## src/sv/cft_pkg.sv

```systemverilog
// Shared types and constants for the CSV field tokenizer.
package cft_pkg;

  // Default cap on fields per line (hardware limit).
  localparam int MaxFieldsDef = 64;

  // Configuration register map (word index) and reset value.
  localparam int RegFieldLimit   = 0;
  localparam int RegCount        = 1;
  localparam logic [6:0] FieldLimitReset = 7'd64;

  // Special characters.
  localparam logic [7:0] QuoteChar = 8'h22;
  localparam logic [7:0] CommaChar = 8'h2C;

  // Result queue depth; one item can push two results.
  localparam int FifoDepth = 4;

  // Request codes.
  typedef enum logic {
    REQ_BYTE = 1'b0,
    REQ_EOL  = 1'b1
  } req_e;

  // Result kinds.
  typedef enum logic [1:0] {
    KIND_CONTENT   = 2'd0,
    KIND_FIELD_END = 2'd1,
    KIND_ROW_END   = 2'd2
  } kind_e;

  // One result transaction.
  typedef struct packed {
    kind_e      kind;
    logic [7:0] out_byte;
    logic [5:0] field_number;
    logic [6:0] fields_in_row;
    logic       last;
  } result_t;

endpackage

```

## src/sv/csv_field_tokenizer.sv

```systemverilog
// CSV field tokenizer: byte-wise line splitter with quoted-field handling.
//
// Usage
// - Input channel (in_valid_i / in_stall_o): one transaction per line byte
//   (req_type_i = 0, in_byte_i) or end-of-line marker (req_type_i = 1).
// - Output channel (out_valid_o / out_stall_i): content bytes, field ends and
//   one row end per end-of-line marker, with last_o on the final result that
//   an input transaction causes. An input transaction gives 0, 1 or 2 results.
// - APB port: register 0 (byte address 0) is field_limit, reset 64.
//   Write it only while the block is idle.
// Throughput: one input per cycle while in_stall_o is low. Every accepted input
//   updates the parse state at once; its results go to a 4-entry result queue
//   which drains one result per cycle while out_stall_i is low. Only the
//   end-of-line marker that closes an open field gives two results, so the
//   output port is the limit only then.
// Stall: in_stall_o rises when fewer than two queue slots are free, so a
//   stalled receiver backs up into the sender after a few transactions.
// Reset: queue empty, parse mode at field start, field count zero,
//   field_limit 64. No clearing pass is needed.
module csv_field_tokenizer #(
  parameter int MaxFields = cft_pkg::MaxFieldsDef
) (
  input  logic        clk_i,
  input  logic        rst_ni,
  // input channel
  input  logic        in_valid_i,
  output logic        in_stall_o,
  input  logic        req_type_i,
  input  logic [7:0]  in_byte_i,
  // output channel
  output logic        out_valid_o,
  input  logic        out_stall_i,
  output logic [1:0]  kind_o,
  output logic [7:0]  out_byte_o,
  output logic [5:0]  field_number_o,
  output logic [6:0]  fields_in_row_o,
  output logic        last_o,
  // APB configuration port
  input  logic        psel,
  input  logic        penable,
  input  logic        pwrite,
  input  logic [2:0]  paddr,
  input  logic [31:0] pwdata,
  output logic [31:0] prdata,
  output logic        pready
);

  // The register is 7 bits, so no more than 127 fields can ever be open.
  localparam int LimMax = (MaxFields < 127) ? MaxFields : 127;
  localparam int CntW   = $clog2(LimMax + 1);
  localparam int PtrW   = $clog2(cft_pkg::FifoDepth);
  localparam int FillW  = $clog2(cft_pkg::FifoDepth + 1);

  typedef enum logic [2:0] {
    MODE_START  = 3'd0,
    MODE_UNQ    = 3'd1,
    MODE_QUOTED = 3'd2,
    MODE_QSEEN  = 3'd3,
    MODE_SKIP   = 3'd4,
    MODE_IGNORE = 3'd5
  } mode_e;

  // ---------------------------------------------------------------------
  // Configuration
  // ---------------------------------------------------------------------
  logic [6:0] field_limit_q;
  logic       cfg_wr;
  logic       reg_sel;

  assign pready  = 1'b1;
  assign reg_sel = (paddr[2] == 1'(cft_pkg::RegFieldLimit));
  assign cfg_wr  = psel & penable & pwrite & reg_sel;
  assign prdata  = reg_sel ? {25'd0, field_limit_q} : 32'd0;

  always_ff @(posedge clk_i or negedge rst_ni) begin
    if (!rst_ni) begin
      field_limit_q <= cft_pkg::FieldLimitReset;
    end else if (cfg_wr) begin
      field_limit_q <= pwdata[6:0];
    end
  end

  // ---------------------------------------------------------------------
  // Parser
  // ---------------------------------------------------------------------
  mode_e                 mode_q, mode_d;
  logic [CntW-1:0]       cnt_q, cnt_d, cnt_inc;
  logic                  accept;
  logic                  in_field;
  logic                  at_limit;
  logic [1:0]            n_res;
  cft_pkg::result_t      res0, res1;
  cft_pkg::result_t      r_content, r_fend, r_rowend_open, r_rowend_shut;
  logic [5:0]            fnum;

  logic [FillW-1:0]      fill_q;

  assign in_stall_o = (fill_q > FillW'(cft_pkg::FifoDepth - 2));
  assign accept     = in_valid_i & ~in_stall_o;

  assign in_field = (mode_q == MODE_UNQ) || (mode_q == MODE_QUOTED) ||
                    (mode_q == MODE_QSEEN) || (mode_q == MODE_SKIP);
  assign at_limit = (7'(cnt_q) >= field_limit_q) || (cnt_q >= CntW'(LimMax));
  assign cnt_inc  = cnt_q + CntW'(1);
  assign fnum     = 6'(7'(cnt_q));

  always_comb begin
    r_content               = '0;
    r_content.kind          = cft_pkg::KIND_CONTENT;
    r_content.out_byte      = in_byte_i;
    r_content.field_number  = fnum;
    r_content.last          = 1'b1;

    r_fend                  = '0;
    r_fend.kind             = cft_pkg::KIND_FIELD_END;
    r_fend.field_number     = fnum;
    r_fend.last             = 1'b1;

    // row end after closing the open field: count includes it
    r_rowend_open               = '0;
    r_rowend_open.kind          = cft_pkg::KIND_ROW_END;
    r_rowend_open.fields_in_row = 7'(cnt_inc);
    r_rowend_open.last          = 1'b1;

    r_rowend_shut               = '0;
    r_rowend_shut.kind          = cft_pkg::KIND_ROW_END;
    r_rowend_shut.fields_in_row = 7'(cnt_q);
    r_rowend_shut.last          = 1'b1;
  end

  always_comb begin
    mode_d = mode_q;
    cnt_d  = cnt_q;
    n_res  = 2'd0;
    res0   = r_content;
    res1   = r_rowend_open;

    if (req_type_i == cft_pkg::REQ_EOL) begin
      if (in_field) begin
        res0      = r_fend;
        res0.last = 1'b0;
        res1      = r_rowend_open;
        n_res     = 2'd2;
      end else begin
        res0  = r_rowend_shut;
        n_res = 2'd1;
      end
      mode_d = MODE_START;
      cnt_d  = '0;
    end else if (in_byte_i == 8'd0) begin
      // NUL terminates the line content
      if (in_field) begin
        res0  = r_fend;
        n_res = 2'd1;
        cnt_d = cnt_inc;
      end
      mode_d = MODE_IGNORE;
    end else begin
      case (mode_q)
        MODE_START: begin
          if (at_limit) begin
            mode_d = MODE_IGNORE;
          end else if (in_byte_i == cft_pkg::QuoteChar) begin
            mode_d = MODE_QUOTED;
          end else if (in_byte_i == cft_pkg::CommaChar) begin
            // empty field; stays at field start
            res0  = r_fend;
            n_res = 2'd1;
            cnt_d = cnt_inc;
          end else begin
            res0   = r_content;
            n_res  = 2'd1;
            mode_d = MODE_UNQ;
          end
        end
        MODE_UNQ: begin
          if (in_byte_i == cft_pkg::CommaChar) begin
            res0   = r_fend;
            n_res  = 2'd1;
            cnt_d  = cnt_inc;
            mode_d = MODE_START;
          end else begin
            res0  = r_content;
            n_res = 2'd1;
          end
        end
        MODE_QUOTED: begin
          if (in_byte_i == cft_pkg::QuoteChar) begin
            mode_d = MODE_QSEEN;
          end else begin
            res0  = r_content;
            n_res = 2'd1;
          end
        end
        MODE_QSEEN: begin
          if (in_byte_i == cft_pkg::QuoteChar) begin
            // doubled quote: one literal quote
            res0   = r_content;
            n_res  = 2'd1;
            mode_d = MODE_QUOTED;
          end else if (in_byte_i == cft_pkg::CommaChar) begin
            res0   = r_fend;
            n_res  = 2'd1;
            cnt_d  = cnt_inc;
            mode_d = MODE_START;
          end else begin
            mode_d = MODE_SKIP;
          end
        end
        MODE_SKIP: begin
          if (in_byte_i == cft_pkg::CommaChar) begin
            res0   = r_fend;
            n_res  = 2'd1;
            cnt_d  = cnt_inc;
            mode_d = MODE_START;
          end
        end
        default: begin
          // ignore rest of line
        end
      endcase
    end
  end

  always_ff @(posedge clk_i or negedge rst_ni) begin
    if (!rst_ni) begin
      mode_q <= MODE_START;
      cnt_q  <= '0;
    end else if (accept) begin
      mode_q <= mode_d;
      cnt_q  <= cnt_d;
    end
  end

  // ---------------------------------------------------------------------
  // Result queue
  // ---------------------------------------------------------------------
  cft_pkg::result_t  fifo_q [cft_pkg::FifoDepth];
  logic [PtrW-1:0]   wr_ptr_q, rd_ptr_q;
  logic [1:0]        n_push;
  logic              pop;
  cft_pkg::result_t  head;

  assign n_push = accept ? n_res : 2'd0;
  assign head   = fifo_q[rd_ptr_q];
  assign pop    = out_valid_o & ~out_stall_i;

  always_ff @(posedge clk_i) begin
    if (n_push != 2'd0) begin
      fifo_q[wr_ptr_q] <= res0;
    end
    if (n_push == 2'd2) begin
      fifo_q[wr_ptr_q + PtrW'(1)] <= res1;
    end
  end

  always_ff @(posedge clk_i or negedge rst_ni) begin
    if (!rst_ni) begin
      wr_ptr_q <= '0;
      rd_ptr_q <= '0;
      fill_q   <= '0;
    end else begin
      wr_ptr_q <= wr_ptr_q + PtrW'(n_push);
      rd_ptr_q <= rd_ptr_q + PtrW'(pop);
      fill_q   <= fill_q + FillW'(n_push) - FillW'(pop);
    end
  end

  assign out_valid_o     = (fill_q != '0);
  assign kind_o          = head.kind;
  assign out_byte_o      = head.out_byte;
  assign field_number_o  = head.field_number;
  assign fields_in_row_o = head.fields_in_row;
  assign last_o          = head.last;

`ifndef NO_ASSERTIONS
  a_fill_bound: assert property (@(posedge clk_i) disable iff (!rst_ni)
    fill_q <= FillW'(cft_pkg::FifoDepth))
    else $error("result queue overfilled");

  a_cnt_bound: assert property (@(posedge clk_i) disable iff (!rst_ni)
    cnt_q <= CntW'(LimMax))
    else $error("field counter beyond limit cap");

  a_eol_restart: assert property (@(posedge clk_i) disable iff (!rst_ni)
    (accept && req_type_i == cft_pkg::REQ_EOL) |=> (mode_q == MODE_START && cnt_q == '0))
    else $error("parser not restarted after end of line");

  a_rowend_last: assert property (@(posedge clk_i) disable iff (!rst_ni)
    (out_valid_o && head.kind == cft_pkg::KIND_ROW_END) |-> head.last)
    else $error("row end without last");
`endif

endmodule
```

## config.mk

```make
export PLATFORM = sky130hd
export DESIGN_NAME = csv_field_tokenizer
export DESIGN_NICKNAME = d
export VERILOG_FILES = /design/src/sv/cft_pkg.sv /design/src/sv/csv_field_tokenizer.sv
export SDC_FILE = /design/constraint.sdc
export NUM_CORES = 1
export LEC_CHECK = 0
export ABC_AREA = 1
export BUFFER_PORTS_ARGS = -buffer_cell sky130_fd_sc_hd__buf_2
export CORE_UTILIZATION = 40
export CTS_CLUSTER_DIAMETER = 150
export CTS_CLUSTER_SIZE = 10
export DETAILED_ROUTE_END_ITERATION = 6
export GPL_ROUTABILITY_DRIVEN = 0
export PLACE_DENSITY = 0.63
export REMOVE_ABC_BUFFERS = 1
export SETUP_SLACK_MARGIN = 0.1
export SLEW_MARGIN = 0
export SYNTH_ARGS = -nofsm -noshare
export SYNTH_HDL_FRONTEND = slang
export SYNTH_SLANG_ARGS = --single-unit
```

## constraint.sdc

```tcl
create_clock -name clk_i -period 4.1 [get_ports clk_i]
set_input_delay 0.41 -clock clk_i [delete_from_list [all_inputs] [get_ports clk_i]]
set_output_delay 0.41 -clock clk_i [all_outputs]
set_load 0.005 [all_outputs]
```

==> out/qor.yml <==
power:
  p_int_mw: 3.533
  p_clk_share_pct: 23.6
  combPwrFrac_pct: 43.6
  seqPwrFrac_pct: 32.8
  ir_drop_uv: 384.0
  sw_frac_of_total_pct: 41.94
  power.switching_mw: 2.552
  p_leak_nw: 3.744
  power.density_mw_per_mm2: 820.8
  finalPower_mw: 6.085
logic_synthesis:
  ys_top_cells_by_area: "dfxtp_1 (21%), edfxtp_1 (13%), nand2_1 (9.7%), nor2_1 (9.6%), dfrtp_1 (8.8%)"
  yosysWarnings: 0
  syn-cell-area_sq_mm: 0.006528
  synth_cell_type_count: 34
  yosys.area.top_type: "dfxtp_1"
  syn-instance-count: 903
  yosys.area.top_type_share_pct: 20.85
  synth_seq_area_share_pct: 42.96
  ys_ff_latch: 120
  avgSynthCellArea_sq_um: 7.229
clocking:
  clock_latency_ps: 430
  cts_resized: 0
  clkTransAtPathRegs_ps: 60
  h-tree-depth: 4
  cts_buffers: 17
  cts_tree: "yes"
  cts_setup_buffers: 0
  cts_sinks: 120
  ctsRootBufferMaster: "clkbuf_16"
  cts_max_path_buffers: 2
floorplanning:
  die_h_um: 129.7
  dieArea_sq_mm: 0.01683
  die_x_um: 129.7
  ios: 110
  num_rows: 46
  fp.coreArea_sq_mm: 0.01589
  initial_utilization_pct: 41.09
sta:
  hold_viol: 0
  finalClockSkew_ps: 6.768
  max_slew.worst_pin.slew_ps: 1056
  fin_crit_ps: 3351
  rsz0062_at_grt: "no"
  whs_ps: 223.8
  fmax_ghz: 0.2984
  finalSetupTns_ps: 0
  period_share_pct: 81.73
  final-setup-viol-count: 0
  slew-limit-headroom_pct: 29.33
  finalMaxSlewViolations: 0
worst_setup_path:
  cp_cell_sequence: "inv_1 > ha_1 > nand2_1 > nand2_1 > nor2_1 > nand4_1 > nand2_1 > nand2_1 > nand2_1 > nand2_2 > nand2_4 > nand2_2 > nand2_1"
  end_kind: "flop"
  cp_top_family: "simple AND/OR/NAND/NOR gates"
  cpMostUsedCell: "nand2_1"
  worstPathArrival_ps: 3430
  critPathMaxFanout: 45
  worst-path-buf-inv: 1
  max_stage_delay_ps: 510
  worstSetupPathType: "flop to flop"
  crit_required_ps: 4180
  start_kind: "flop"
  cp_slowest_cell: "dfstp_2"
layout:
  stdcell_count: 1172
  nNetsFinal: 1008
  drive_above_1_share_pct: 12.87
  final-seq-area_sq_mm: 0.002804
  n_fill_cell: 1629
  area_growth_pct: 13.57
  antenna_cells: 0
  utilization_pct: 46.67
  multi_input_area_sq_mm: 0.003053
place:
  port_buffers: 56
  dp_hpwl_um: 10940
  dpl.cell_count: 1139
route:
  vias: 5893
  drt_iter0_drc: 411
  route.detailed.drc: 0
  first_pass_iters: 5
  wire_per_inst_um: 14.78
  vias_per_cell: 5.028
  wirelength_um: 17330
  drtAntennaViolNets: 0
run_status:
  outcome: "finished clean"
global_route:
  antenna_found_initial: 0
  grt_max_degree: 53
  grt-ovfl-total: 0
  grt_pass1_wl_um: 27660
  grt_pass1_vias: 5298
  track_usage_pct: 21.69
min_path:
  hold_path_class: "primary input to flop"
job:
  max_cap_violations: 0
==> worst paths after layout <==
check	start	endpoint	slack [ps]	depth (start not counted)
hold reg to reg	fifo_q[1][23]	fifo_q[1][23]	450	2
min in group asynchronous	rst_ni	field_limit_q[1]	520	2
setup / recovery	field_limit_q[6]	fifo_q[2][2]	750	13
max in group asynchronous	rst_ni	rd_ptr_q[0]	3190	2
setup reg to reg	field_limit_q[6]	fifo_q[2][2]	750	13
hold / removal	pwdata[6]	field_limit_q[6]	220	3
==> area by class of cell <==
type,count,area share [%]
Tap cell,216,3.646
Clock buffer,20,5.890
Inverter,83,4.203
Timing Repair Buffer,73,5.536
Sequential cell,120,37.82
Multi-Input combinational cell,648,41.18
Clock inverter,12,1.722
==> cell usage after synthesis (all sizes together) <==
cell and n:
nand2 177, nor2 169, inv 81, dfxtp 68, nand3 68, a21oi 64
o21ai 62, buf 45, o22ai 45, clkbuf 31, edfxtp 28, dfrtp 23
ha 13, xor2 7, nand3b 5, nor3 4, xnor2 3, clkinv 2
conb 2, nand4 2, dfstp 1, fa 1, o2111ai 1, o211ai 1
==> metal layers <==
layer / global-route usage (%) / up-vias / wire (um)
met5: 0 / - / 0
met3: 4.920 / 28 / 921
met2: 34.07 / 188 / 7905
li1: - / 2978 / -
met4: 7.456 / 0 / 340
met1: 29.45 / 2699 / 8158
==> cells by family (layout without fill, tap and decap cells) <==
logic type | after synthesis | in the layout | share of synthesized area (%)
AO/OA/AOI/OAI | 173 | 173 | 14.38
XOR/XNOR | 10 | 10 | 1.342
adder cells (fa/ha/maj) | 14 | 14 | 2.799
buffers and inverters | 159 | 188 | 11.69
flip-flops | 120 | 120 | 42.96
other | 2 | 26 | 0.1151
AND/OR/NAND/NOR | 425 | 425 | 26.72
==> worst reg2reg max path, cell delays in order (launching register included) <==
cell and delay, ps:
dfstp_2 510, inv_1 60, ha_1 310, nand2_1 60
nand2_1 50, nor2_1 220, nand4_1 200, nand2_1 120
nand2_1 60, nand2_1 70, nand2_2 90, nand2_4 370
nand2_2 390, nand2_1 500
==> state kept, by name, summed over array words and instances (netlist names) <==
name and cells:
cnt_q 7, field_limit_q 7, fifo_q 96, fill_q 3, mode_q 3, rd_ptr_q 2, wr_ptr_q 2
==> what timing repair did <==
item                                    4_1_cts  5_1_grt
endpoints found under the hold margin        23        0
hold buffers                                  1        0
endpoints found under the setup margin        0        0
==> cell usage in the layout, fill, tap and decap left out, types with 3 or more instances in the layout <==
| cell type | netlist | layout |
|---|---|---|
| nand2_1 | 169 | 169 |
| nor2_1 | 167 | 166 |
| inv_1 | 72 | 72 |
| nand3_1 | 68 | 68 |
| dfxtp_1 | 68 | 68 |
| a21oi_1 | 64 | 64 |
| o21ai_0 | 60 | 60 |
| buf_2 | 4 | 56 |
| o22ai_1 | 45 | 45 |
| edfxtp_1 | 28 | 28 |
| conb_1 | 2 | 26 |
| dfrtp_1 | 23 | 23 |
| clkbuf_16 | 0 | 17 |
| buf_4 | 31 | 16 |
| ha_1 | 13 | 13 |
| inv_2 | 9 | 9 |
| nand2_2 | 7 | 7 |
| xor2_1 | 7 | 7 |
| nand3b_1 | 5 | 5 |
| nor3_1 | 4 | 4 |
| clkinv_1 | 2 | 3 |
| xnor2_1 | 3 | 3 |
| clkbuf_1 | 31 | 3 |
| clkinv_2 | 0 | 3 |
| clkinvlp_4 | 0 | 3 |
==> power groups by stage <==
stage                     clock (mW)  combinational [mW]  sequential [mW]
after floorplan                    0                1.73             1.97
after global placement             0                2.61             2.00
after detailed placement           0                2.65             2.01
after CTS                       1.45                2.67             1.99
after global routing            1.50                3.03             2.05
final                           1.44                2.65             1.99
==> stage by stage <==
stage | instance area (sq um) | setup WS [ps]
global route | 7413 | 492.4
floorplan | 6166 | 999.7
global placement | 6839 | 852.5
finish | 7413 | 748.9
detailed placement | 6839 | 822.2
CTS | 7413 | 800.9
(Power assumes the default switching activity.)
